## config.mk

```make
export PLATFORM = sky130hd
export DESIGN_NAME = file_handle_table_flat
export DESIGN_NICKNAME = d
export VERILOG_FILES = /design/src/hdl/fht_pkg.sv /design/src/hdl/fht_req_if.sv /design/src/hdl/fht_rsp_if.sv /design/src/hdl/fht_cfg_if.sv /design/src/hdl/fht_front.sv /design/src/hdl/fht_queue.sv /design/src/hdl/fht_engine.sv /design/src/hdl/file_handle_table.sv /design/src/flat_wrapper.sv
export SDC_FILE = /design/constraint.sdc
export NUM_CORES = 1
export LEC_CHECK = 0
export BUFFER_PORTS_ARGS = -buffer_cell sky130_fd_sc_hd__buf_2
export CORE_MARGIN = 5
export CORE_UTILIZATION = 50
export CTS_BUF_LIST = sky130_fd_sc_hd__clkbuf_8
export DETAILED_ROUTE_END_ITERATION = 8
export HOLD_SLACK_MARGIN = 0.02
export PLACE_DENSITY_LB_ADDON = 0.08
export SLEW_MARGIN = 20
export SYNTH_ARGS = -nofsm -noshare
export SYNTH_HDL_FRONTEND = slang
export SYNTH_SLANG_ARGS = --single-unit
```

## constraint.sdc

```tcl
create_clock -name clk -period 13 [get_ports clk]
set_input_delay 0.65 -clock clk [delete_from_list [all_inputs] [get_ports clk]]
set_output_delay 0.65 -clock clk [all_outputs]
set_load 0.05 [all_outputs]
```

## src/hdl/fht_pkg.sv

```systemverilog
// Shared types, codes and sizing constants of the handle table block.
package fht_pkg;

  localparam int MAX_HANDLES = 16;
  localparam int MAX_FILES   = 4;
  localparam int NUM_SIZES   = 4;

  localparam int CMD_W     = 2;
  localparam int FILE_W    = 2;
  localparam int MODE_W    = 2;
  localparam int HANDLE_W  = 4;
  localparam int COUNT_W   = 16;
  localparam int SIZE_W    = 16;
  localparam int STATUS_W  = 3;
  localparam int PRESENT_W = 3;
  localparam int CFG_IDX_W = 3;
  localparam int CFG_DAT_W = 16;

  // Table indexing and free-list counters follow the table depth.
  localparam int HIDX_W = $clog2(MAX_HANDLES);
  localparam int FILL_W = $clog2(MAX_HANDLES + 1);

  localparam int QUEUE_DEPTH = 2;

  localparam logic [MODE_W-1:0] MODE_READ = 2'b01;

  typedef enum logic [CMD_W-1:0] {
    CMD_OPEN  = 2'd0,
    CMD_CLOSE = 2'd1,
    CMD_READ  = 2'd2
  } cmd_t;

  typedef enum logic [STATUS_W-1:0] {
    ST_OK           = 3'd0,
    ST_NO_MODE      = 3'd1,
    ST_NO_FILE      = 3'd2,
    ST_BAD_HANDLE   = 3'd3,
    ST_NOT_READABLE = 3'd4,
    ST_NO_FREE      = 3'd5
  } status_t;

  typedef enum logic [CFG_IDX_W-1:0] {
    CFG_FILES_PRESENT = 3'd0,
    CFG_SIZE_0        = 3'd1,
    CFG_SIZE_1        = 3'd2,
    CFG_SIZE_2        = 3'd3,
    CFG_SIZE_3        = 3'd4
  } cfg_reg_t;

  typedef enum logic [1:0] {
    OP_OPEN,
    OP_CLOSE,
    OP_READ,
    OP_REJECT
  } op_kind_t;

  // One classified command as it travels from the front end to the engine.
  typedef struct packed {
    op_kind_t              kind;
    status_t               reject;
    logic [FILE_W-1:0]     file_index;
    logic [MODE_W-1:0]     mode;
    logic [HANDLE_W-1:0]   handle;
    logic [COUNT_W-1:0]    count;
  } op_t;

  typedef logic [NUM_SIZES-1:0][SIZE_W-1:0] size_vec_t;

endpackage

```

## src/hdl/fht_req_if.sv

```systemverilog
// Command channel of the handle table block.
interface fht_req_if import fht_pkg::*; ();
  logic                valid;
  logic                ready;
  logic [CMD_W-1:0]    cmd;
  logic [FILE_W-1:0]   file_index;
  logic [MODE_W-1:0]   open_mode;
  logic [HANDLE_W-1:0] handle_in;
  logic [COUNT_W-1:0]  byte_count;

  modport source (output valid, cmd, file_index, open_mode, handle_in, byte_count,
                  input ready);
  modport sink (input valid, cmd, file_index, open_mode, handle_in, byte_count,
                output ready);
endinterface

```

## src/hdl/fht_rsp_if.sv

```systemverilog
// Result channel of the handle table block.
interface fht_rsp_if import fht_pkg::*; ();
  logic                valid;
  logic                ready;
  logic [STATUS_W-1:0] status;
  logic [HANDLE_W-1:0] handle_out;
  logic [COUNT_W-1:0]  bytes_granted;
  logic [SIZE_W-1:0]   data_offset;
  logic [FILE_W-1:0]   file_out;

  modport source (output valid, status, handle_out, bytes_granted, data_offset, file_out,
                  input ready);
  modport sink (input valid, status, handle_out, bytes_granted, data_offset, file_out,
                output ready);
endinterface

```

## src/hdl/fht_cfg_if.sv

```systemverilog
// Register write channel of the handle table block.
interface fht_cfg_if import fht_pkg::*; ();
  logic                 valid;
  logic                 ready;
  logic [CFG_IDX_W-1:0] index;
  logic [CFG_DAT_W-1:0] data;

  modport source (output valid, index, data, input ready);
  modport sink (input valid, index, data, output ready);
endinterface

```

## src/hdl/fht_front.sv

```systemverilog
// Front end: takes command beats and classifies them into table operations.
module fht_front import fht_pkg::*; (
  fht_req_if.sink         req,
  input  logic [PRESENT_W-1:0] files_present,
  input  logic            q_ready,
  output logic            q_push,
  output op_t             q_op
);

  logic [PRESENT_W-1:0] present;

  always_comb begin
    // Counts above the store size are treated as the store size.
    present = (files_present > PRESENT_W'(MAX_FILES)) ? PRESENT_W'(MAX_FILES)
                                                      : files_present;
    req.ready = q_ready;
    q_push    = req.valid && q_ready;

    q_op.kind       = OP_REJECT;
    q_op.reject     = ST_BAD_HANDLE;
    q_op.file_index = req.file_index;
    q_op.mode       = req.open_mode;
    q_op.handle     = req.handle_in;
    q_op.count      = req.byte_count;

    case (req.cmd)
      CMD_OPEN: begin
        if (req.open_mode == '0) begin
          q_op.reject = ST_NO_MODE;
        end else if (PRESENT_W'(req.file_index) >= present) begin
          q_op.reject = ST_NO_FILE;
        end else begin
          q_op.kind = OP_OPEN;
        end
      end
      CMD_CLOSE: q_op.kind = OP_CLOSE;
      CMD_READ:  q_op.kind = OP_READ;
      default:   q_op.kind = OP_REJECT;
    endcase
  end

endmodule

```

## src/hdl/fht_queue.sv

```systemverilog
// Short operation queue between the front end and the table engine.
module fht_queue import fht_pkg::*; (
  input  logic clk,
  input  logic rst,
  input  logic push,
  input  op_t  push_op,
  output logic push_ready,
  input  logic pop,
  output logic pop_valid,
  output op_t  pop_op
);

  localparam int QPTR_W = (QUEUE_DEPTH > 1) ? $clog2(QUEUE_DEPTH) : 1;
  localparam int QCNT_W = $clog2(QUEUE_DEPTH + 1);

  op_t               slots [QUEUE_DEPTH];
  logic [QPTR_W-1:0] wr_ptr;
  logic [QPTR_W-1:0] rd_ptr;
  logic [QCNT_W-1:0] count;

  assign push_ready = (count != QCNT_W'(QUEUE_DEPTH));
  assign pop_valid  = (count != '0);
  assign pop_op     = slots[rd_ptr];

  always_ff @(posedge clk) begin
    if (push) begin
      slots[wr_ptr] <= push_op;
    end
  end

  always_ff @(posedge clk) begin
    if (rst) begin
      wr_ptr <= '0;
      rd_ptr <= '0;
      count  <= '0;
    end else begin
      if (push) begin
        wr_ptr <= (wr_ptr == QPTR_W'(QUEUE_DEPTH - 1)) ? '0 : wr_ptr + 1'b1;
      end
      if (pop) begin
        rd_ptr <= (rd_ptr == QPTR_W'(QUEUE_DEPTH - 1)) ? '0 : rd_ptr + 1'b1;
      end
      case ({push, pop})
        2'b10:   count <= count + 1'b1;
        2'b01:   count <= count - 1'b1;
        default: count <= count;
      endcase
    end
  end

endmodule

```

## src/hdl/fht_engine.sv

```systemverilog
// Table engine: owns the handle table and free list and produces result beats.
module fht_engine import fht_pkg::*; (
  input  logic      clk,
  input  logic      rst,
  input  logic      q_valid,
  input  op_t       q_op,
  output logic      q_pop,
  input  size_vec_t file_size,
  fht_rsp_if.source rsp
);

  logic [MAX_HANDLES-1:0] entry_valid;
  logic [MODE_W-1:0]      entry_mode   [MAX_HANDLES];
  logic [FILE_W-1:0]      entry_file   [MAX_HANDLES];
  logic [SIZE_W-1:0]      entry_cursor [MAX_HANDLES];
  logic [HIDX_W-1:0]      free_fifo    [MAX_HANDLES];
  logic [HIDX_W-1:0]      fifo_head;
  logic [HIDX_W-1:0]      fifo_tail;
  logic [FILL_W-1:0]      fifo_fill;
  logic [FILL_W-1:0]      next_unused;

  logic [HIDX_W-1:0] hidx;
  logic              h_ok;
  logic              have_fifo;
  logic              have_new;
  logic [HIDX_W-1:0] nh;
  logic              open_ok;
  logic              close_ok;
  logic              read_ok;
  logic              push_free;
  logic [SIZE_W-1:0] cur;
  logic [FILE_W-1:0] efile;
  logic [SIZE_W-1:0] size;
  logic              at_end;
  logic [SIZE_W-1:0] avail;
  logic [SIZE_W-1:0] grant;
  status_t           res_status;

  always_comb begin
    q_pop     = q_valid && (!rsp.valid || rsp.ready);
    hidx      = q_op.handle[HIDX_W-1:0];
    h_ok      = ({1'b0, q_op.handle} < (HANDLE_W + 1)'(MAX_HANDLES)) && entry_valid[hidx];
    have_fifo = (fifo_fill != '0);
    have_new  = (next_unused < FILL_W'(MAX_HANDLES));
    nh        = have_fifo ? free_fifo[fifo_head] : next_unused[HIDX_W-1:0];

    cur    = entry_cursor[hidx];
    efile  = entry_file[hidx];
    size   = file_size[efile];
    at_end = (cur >= size);
    avail  = size - cur;
    grant  = at_end ? '0 : ((q_op.count < avail) ? q_op.count : avail);

    open_ok   = 1'b0;
    close_ok  = 1'b0;
    read_ok   = 1'b0;
    res_status = ST_OK;
    case (q_op.kind)
      OP_OPEN: begin
        if (have_fifo || have_new) begin
          open_ok = 1'b1;
        end else begin
          res_status = ST_NO_FREE;
        end
      end
      OP_CLOSE: begin
        if (h_ok) begin
          close_ok = 1'b1;
        end else begin
          res_status = ST_BAD_HANDLE;
        end
      end
      OP_READ: begin
        if (!h_ok) begin
          res_status = ST_BAD_HANDLE;
        end else if ((entry_mode[hidx] & MODE_READ) == '0) begin
          res_status = ST_NOT_READABLE;
        end else begin
          read_ok = 1'b1;
        end
      end
      default: res_status = q_op.reject;
    endcase
    push_free = close_ok && (fifo_fill < FILL_W'(MAX_HANDLES));
  end

  // Table payload, written only by the operation being retired.
  always_ff @(posedge clk) begin
    if (q_pop) begin
      if (open_ok) begin
        entry_mode[nh]   <= q_op.mode;
        entry_file[nh]   <= q_op.file_index;
        entry_cursor[nh] <= '0;
      end
      if (read_ok) begin
        entry_cursor[hidx] <= cur + grant;
      end
      if (push_free) begin
        free_fifo[fifo_tail] <= hidx;
      end
    end
  end

  always_ff @(posedge clk) begin
    if (rst) begin
      entry_valid <= '0;
      fifo_head   <= '0;
      fifo_tail   <= '0;
      fifo_fill   <= '0;
      next_unused <= '0;
      rsp.valid   <= 1'b0;
    end else begin
      if (q_pop) begin
        rsp.valid <= 1'b1;
        if (open_ok) begin
          entry_valid[nh] <= 1'b1;
          if (have_fifo) begin
            fifo_head <= (fifo_head == HIDX_W'(MAX_HANDLES - 1)) ? '0 : fifo_head + 1'b1;
          end else begin
            next_unused <= next_unused + 1'b1;
          end
        end
        if (close_ok) begin
          entry_valid[hidx] <= 1'b0;
        end
        case ({open_ok && have_fifo, push_free})
          2'b10:   fifo_fill <= fifo_fill - 1'b1;
          2'b01:   fifo_fill <= fifo_fill + 1'b1;
          default: fifo_fill <= fifo_fill;
        endcase
        if (push_free) begin
          fifo_tail <= (fifo_tail == HIDX_W'(MAX_HANDLES - 1)) ? '0 : fifo_tail + 1'b1;
        end
      end else if (rsp.ready) begin
        rsp.valid <= 1'b0;
      end
    end
  end

  // Result payload register.
  always_ff @(posedge clk) begin
    if (q_pop) begin
      rsp.status        <= res_status;
      rsp.handle_out    <= open_ok ? HANDLE_W'(nh) : '0;
      rsp.bytes_granted <= read_ok ? grant : '0;
      rsp.data_offset   <= read_ok ? cur : '0;
      rsp.file_out      <= read_ok ? efile : '0;
    end
  end

`ifndef SYNTHESIS
  a_fill_bound: assert property (@(posedge clk) disable iff (rst)
    fifo_fill <= FILL_W'(MAX_HANDLES))
    else $error("free list fill count above table depth");

  a_open_marks: assert property (@(posedge clk) disable iff (rst)
    q_pop && open_ok |=> entry_valid[$past(nh)])
    else $error("granted handle not marked valid");

  a_grant_bound: assert property (@(posedge clk) disable iff (rst)
    q_pop && read_ok && !at_end |->
      ({1'b0, cur} + {1'b0, grant}) <= {1'b0, size})
    else $error("read grant runs past end of file");

  a_unused_bound: assert property (@(posedge clk) disable iff (rst)
    next_unused <= FILL_W'(MAX_HANDLES))
    else $error("unused handle counter above table depth");
`endif

endmodule

```

## src/hdl/file_handle_table.sv

```systemverilog
// Top level of the handle table block: register file, front end, queue and engine.
//
// Channels: req carries one command per beat (open, close or read), rsp
// returns exactly one result beat per command in command order, and cfg
// writes the file count and the four file size registers. All three use a
// valid/ready handshake; a beat moves on a rising edge with both high.
// The cfg channel is always ready and should only be written while no
// command is outstanding.
//
// Flow: an accepted command is written into a queue slot, then its result
// goes to the result register if that register is free. The front end
// classifies commands into a two-entry queue; while rsp is not stalled the
// engine retires one operation per cycle, reading and updating the handle
// table and free-handle FIFO in that same cycle, so sustained throughput is
// one command per clock.
// Backpressure: when rsp is stalled the result register holds its beat, the
// engine stops retiring and the queue fills; req.ready drops once the queue
// is full. Reset (rst, synchronous) empties the queue, clears every handle's
// valid bit, the free list and the register file; table payload stays as is.
module file_handle_table import fht_pkg::*; (
  input  logic      clk,
  input  logic      rst,
  fht_req_if.sink   req,
  fht_rsp_if.source rsp,
  fht_cfg_if.sink   cfg
);

  logic [PRESENT_W-1:0] files_present;
  size_vec_t            file_size;

  logic q_ready;
  logic q_push;
  op_t  q_in;
  logic q_valid;
  logic q_pop;
  op_t  q_out;

  // Register writes are taken in any cycle.
  assign cfg.ready = 1'b1;

  always_ff @(posedge clk) begin
    if (rst) begin
      files_present <= '0;
      file_size     <= '0;
    end else if (cfg.valid) begin
      case (cfg.index)
        CFG_FILES_PRESENT: files_present <= cfg.data[PRESENT_W-1:0];
        CFG_SIZE_0:        file_size[0]  <= cfg.data[SIZE_W-1:0];
        CFG_SIZE_1:        file_size[1]  <= cfg.data[SIZE_W-1:0];
        CFG_SIZE_2:        file_size[2]  <= cfg.data[SIZE_W-1:0];
        CFG_SIZE_3:        file_size[3]  <= cfg.data[SIZE_W-1:0];
        default:           files_present <= files_present;
      endcase
    end
  end

  // The front end rejects bad modes, missing files and unknown commands early;
  // everything that needs the handle table is decided in the engine.
  fht_front u_front (
    .req           (req),
    .files_present (files_present),
    .q_ready       (q_ready),
    .q_push        (q_push),
    .q_op          (q_in)
  );

  fht_queue u_queue (
    .clk        (clk),
    .rst        (rst),
    .push       (q_push),
    .push_op    (q_in),
    .push_ready (q_ready),
    .pop        (q_pop),
    .pop_valid  (q_valid),
    .pop_op     (q_out)
  );

  fht_engine u_engine (
    .clk       (clk),
    .rst       (rst),
    .q_valid   (q_valid),
    .q_op      (q_out),
    .q_pop     (q_pop),
    .file_size (file_size),
    .rsp       (rsp)
  );

endmodule
```

## src/flat_wrapper.sv

```systemverilog
// flat-port wrapper written by rule: the top's interface ports become plain ports
module file_handle_table_flat import fht_pkg::*;
  (clk, rst, req_valid, req_cmd, req_file_index, req_open_mode, req_handle_in, req_byte_count, req_ready, rsp_valid, rsp_status, rsp_handle_out, rsp_bytes_granted, rsp_data_offset, rsp_file_out, rsp_ready, cfg_valid, cfg_index, cfg_data, cfg_ready);
  fht_req_if req_i ();
  fht_rsp_if rsp_i ();
  fht_cfg_if cfg_i ();
  input  logic clk;
  input  logic rst;
  input wire logic [$bits(req_i.valid)-1:0] req_valid;
  input wire logic [$bits(req_i.cmd)-1:0] req_cmd;
  input wire logic [$bits(req_i.file_index)-1:0] req_file_index;
  input wire logic [$bits(req_i.open_mode)-1:0] req_open_mode;
  input wire logic [$bits(req_i.handle_in)-1:0] req_handle_in;
  input wire logic [$bits(req_i.byte_count)-1:0] req_byte_count;
  output wire logic [$bits(req_i.ready)-1:0] req_ready;
  output wire logic [$bits(rsp_i.valid)-1:0] rsp_valid;
  output wire logic [$bits(rsp_i.status)-1:0] rsp_status;
  output wire logic [$bits(rsp_i.handle_out)-1:0] rsp_handle_out;
  output wire logic [$bits(rsp_i.bytes_granted)-1:0] rsp_bytes_granted;
  output wire logic [$bits(rsp_i.data_offset)-1:0] rsp_data_offset;
  output wire logic [$bits(rsp_i.file_out)-1:0] rsp_file_out;
  input wire logic [$bits(rsp_i.ready)-1:0] rsp_ready;
  input wire logic [$bits(cfg_i.valid)-1:0] cfg_valid;
  input wire logic [$bits(cfg_i.index)-1:0] cfg_index;
  input wire logic [$bits(cfg_i.data)-1:0] cfg_data;
  output wire logic [$bits(cfg_i.ready)-1:0] cfg_ready;
  assign req_i.valid = req_valid;
  assign req_i.cmd = req_cmd;
  assign req_i.file_index = req_file_index;
  assign req_i.open_mode = req_open_mode;
  assign req_i.handle_in = req_handle_in;
  assign req_i.byte_count = req_byte_count;
  assign req_ready = req_i.ready;
  assign rsp_valid = rsp_i.valid;
  assign rsp_status = rsp_i.status;
  assign rsp_handle_out = rsp_i.handle_out;
  assign rsp_bytes_granted = rsp_i.bytes_granted;
  assign rsp_data_offset = rsp_i.data_offset;
  assign rsp_file_out = rsp_i.file_out;
  assign rsp_i.ready = rsp_ready;
  assign cfg_i.valid = cfg_valid;
  assign cfg_i.index = cfg_index;
  assign cfg_i.data = cfg_data;
  assign cfg_ready = cfg_i.ready;
  file_handle_table u_core (.clk(clk), .rst(rst), .req(req_i), .rsp(rsp_i), .cfg(cfg_i));
endmodule
```

==> summary.md <==
| Metric | Value |
|---|---|
| Outcome | `finished, final reports clean` |
| Root Buffer | `clkbuf_8` |
| Port buffer count | `92` |
| DRC | `0` |
| Largest net degree at the start of global routing | `64` |
| Mapped Nets | `1,905` |
| Die H | `233 um` |
| Peak supply drop | `0.000101 V` |
| WL per Instance | `22.1 um` |
| Ys Warns | `0` |
| Crit path max-delay cell type | `nor2_1` |
| DP HPWL | `38,800 um` |
| Mapped Avg Cell Area | `13.9 um2` |
| Pwr Density | `185 nW/um2` |
| CTS H-tree lvls | `3` |
| Final GP Congestion | `0.842` |
| Most used DFF post-synth | `edfxtp_1` |
| Antenna Cells | `0` |
| Top Ports | `94` |
| CTS resizes | `0` |
| Unrepaired setup endpoints after global routing | `false` |
| Pre-Repair DR Iteration Count | `5` |
| Max-slew headroom | `0.260` |
| Worst Path Arrival | `10.84 ns` |
| Detailed-route via count | `15,100` |
| Final period utilization | `0.807` |
| Latest clock arrival within the worst-skew pair | `0.70 ns` |
| Crit. End Element | `register` |
| Routed wire length | `59,000 um` |
| Fraction of registers with async set/reset | `0` |
| Cells after synthesis | `1,793` |
| Setup TNS | `0 ns` |
| Row count | `81` |
| WP data required | `13.35 ns` |
| Max-Cap Viols | `0` |
| Clock Sinks | `574` |
| Post-Route Skew | `0.0415 ns` |
| Final count of pins violating max slew | `0` |
| Cts hold-fix bufs | `0` |
| Final setup viols | `0` |
| DIE AREA | `54,500 um2` |
| Post-synth EDFFs | `463` |
| Initial DRC Count | `1,071` |
| Vias in the first global route | `15,300` |
| Tightest Hold Check Type | `in -> reg` |
| Leakage Power | `0.00935 uW` |
| Setup crit start kind | `register` |
| Area Growth Syn to Fin | `12.0%` |
| Worst-Margin Slew | `1.11 ns` |
| CTS tree | `built` |
| Cts bufs inserted | `93` |
| Post-CTS setup repair buffer count | `0` |
| Most used cell, CP | `o21ai_0` |
| Total placed cells including tap cells | `2,498` |
| Cell variety after synth | `73` |
| Die width | `233 um` |
| Antenna-violating nets left | `0` |
| Final nets | `2,042` |
| Max Freq | `0.0953 GHz` |
| Initial Util | `0.508` |
| Worst-path fanout max | `22` |
| Hold Vio Cnt, Final | `0` |
| Congestion Overflow GR | `0` |
| Non-Filler Instances | `2,674` |
| CP peak stage delay | `0.72 ns` |
| Post-route minimum period | `10.49 ns` |
| Worst-path clk slew | `0.06 ns` |
| Vias per cell | `5.64` |
| First-pass GRT wire length | `90,300 um` |
| Setup CP Type | `reg -> reg` |
| Layout cells sized above 1 | `0.211` |
| Max Root-Sink Buffers | `3` |
| Tot GR Track Use | `0.218` |
| Post-Syn Area | `25,000 um2` |
| Seq/Total Area, Yosys | `0.646` |
| Initial antenna violation count | `0` |
| Core area | `49,200 um2` |
| Post-synthesis register bit count | `574` |
==> metrics by stage <==
| stage | hold slack [ns] | utilization | cell area, um2 | power (uW) | setup slack (ns) |
|---|---|---|---|---|---|
| 2_1_floorplan | 0.432 | - | 25000 | 3330 | 4.86 |
| 3_3_place_gp | 0.438 | 0.532 | 26200 | 3740 | 2.50 |
| 3_5_place_dp | 0.446 | 0.532 | 26200 | 3750 | 2.34 |
| 4_1_cts | 0.111 | 0.568 | 27900 | 5230 | 2.27 |
| 5_1_grt | 0.121 | 0.569 | 27900 | 5450 | 1.69 |
| 6_report | 0.170 | 0.569 | 27900 | 5180 | 2.51 |
==> sequential cells by signal (all words and copies together), names as in the netlist, 5 cells and up, named ones only <==
| signal | cells |
|---|---|
| u_core.u_engine.entry_cursor | 256 |
| u_core.file_size | 64 |
| u_core.u_engine.free_fifo | 64 |
| u_core.u_queue.slots | 54 |
| u_core.u_engine.entry_file | 32 |
| u_core.u_engine.entry_mode | 16 |
| u_core.u_engine.entry_valid | 16 |
| u_core.u_engine.rsp.bytes_granted | 16 |
| u_core.u_engine.rsp.data_offset | 16 |
| u_core.u_engine.fifo_fill | 5 |
| u_core.u_engine.next_unused | 5 |
==> routing by layer <==
layer	GRT usage	vias to the layer above	routed length [um]
li1	-	7032	-
met1	0.296	7519	25700
met2	0.357	439	28400
met3	0.0468	103	3350
met4	0.0653	0	1510
met5	0	-	0
==> kinds of logic after synthesis <==
group,after synthesis,synth area share
compound gates,268,0.0647
xor+xnor,39,0.0137
fa+ha+maj,62,0.0320
buf+inv,117,0.0210
flops,574,0.646
mux,176,0.122
other cells,1,0.000150
simple gates,556,0.101
==> cell usage after synthesis (4+ instances only) <==
library cell,number,area share
edfxtp_1,463,0.56
nand2_1,248,0.037
nor2_1,143,0.022
a21oi_1,120,0.024
dfxtp_1,111,0.089
mux4_2,95,0.086
ha_1,59,0.030
clkbuf_1,54,0.0081
o21ai_0,44,0.0088
mux2i_1,39,0.016
and3_1,36,0.0090
mux2_2,36,0.016
inv_1,28,0.0042
a31oi_1,24,0.0060
and2_1,22,0.0055
xor2_1,21,0.0074
nand3_1,19,0.0038
xnor2_1,18,0.0063
a311oi_1,16,0.0056
nand2b_1,16,0.0040
buf_2,15,0.0030
nor2b_1,15,0.0038
nand4_1,13,0.0033
a21o_1,11,0.0033
o21ai_1,10,0.0020
nor3_1,8,0.0016
o21a_1,8,0.0024
a211oi_1,6,0.0018
buf_6,6,0.0027
buf_1,5,0.00075
buf_4,5,0.0015
nor2_2,5,0.0013
or2_2,5,0.0013
o21bai_1,4,0.0012
or3_1,4,0.0010
or4_1,4,0.0012
==> cells in the final DEF (no fill, tap or decap), drive strengths merged, types with 15 or more instances in the layout <==
master | Yosys | routed
clkbuf | 54 | 97
buf | 31 | 127
nand2b | 16 | 16
clkinv | 1 | 35
mux4 | 95 | 95
inv | 31 | 72
mux2i | 44 | 44
xnor2 | 18 | 18
and3 | 36 | 36
nand3 | 21 | 21
a21oi | 122 | 122
a311oi | 16 | 16
o21ai | 54 | 54
nor2 | 149 | 149
a31oi | 25 | 25
edfxtp | 463 | 463
and2 | 22 | 22
ha | 59 | 59
mux2 | 37 | 37
dfxtp | 111 | 111
xor2 | 21 | 21
nor2b | 15 | 15
nand2 | 248 | 248
==> power breakdown <==
| part | leakage [uW] | switching [uW] | total (uW) | internal, uW |
|---|---|---|---|---|
| logic | 0.00370 | 1050 | 1550 | 494 |
| registers | 0.00461 | 39.8 | 2170 | 2130 |
| clock network | 0.00104 | 723 | 1460 | 741 |
| total | 0.00935 | 1820 | 5180 | 3360 |
==> layout make-up <==
type / count / area, um2
Clock buffer: 97 / 1340
Multi-Input combinational cell: 1102 / 8380
Inverter: 32 / 126
Clock inverter: 78 / 415
Sequential cell: 574 / 16100
Timing Repair Buffer: 127 / 726
Fill cell: 4026 / 21200
Tap cell: 664 / 831
==> critical path, delay by kind of cell, from the launching register on <==
kind / cells / cell delay, ns
multiplexers: 4 / 1.49
AO/OA/AOI/OAI: 15 / 3.09
buffers and inverters: 3 / 1.21
adder cells (fa/ha/maj): 4 / 1.20
flip-flops: 1 / 0.53
XOR/XNOR: 2 / 0.35
AND/OR/NAND/NOR: 8 / 2.28
==> path summary, 6_finish.rpt <==
kind / depth (start not counted) / slack (ns) / end / startpoint
min reg2reg: 2 / 0.45 / u_core.file_size[51]$_SDFFE_PP0P_ / u_core.file_size[51]$_SDFFE_PP0P_
max: 36 / 2.51 / u_core.u_engine.entry_cursor[9][12]$_DFFE_PP_ / register
max reg2reg: 36 / 2.51 / u_core.u_engine.entry_cursor[9][12]$_DFFE_PP_ / register
min: 1 / 0.17 / u_core.u_queue.slots[0][1]$_DFFE_PP_ / req_byte_count[1]
Note: power is estimated with default switching activity, not from simulation.
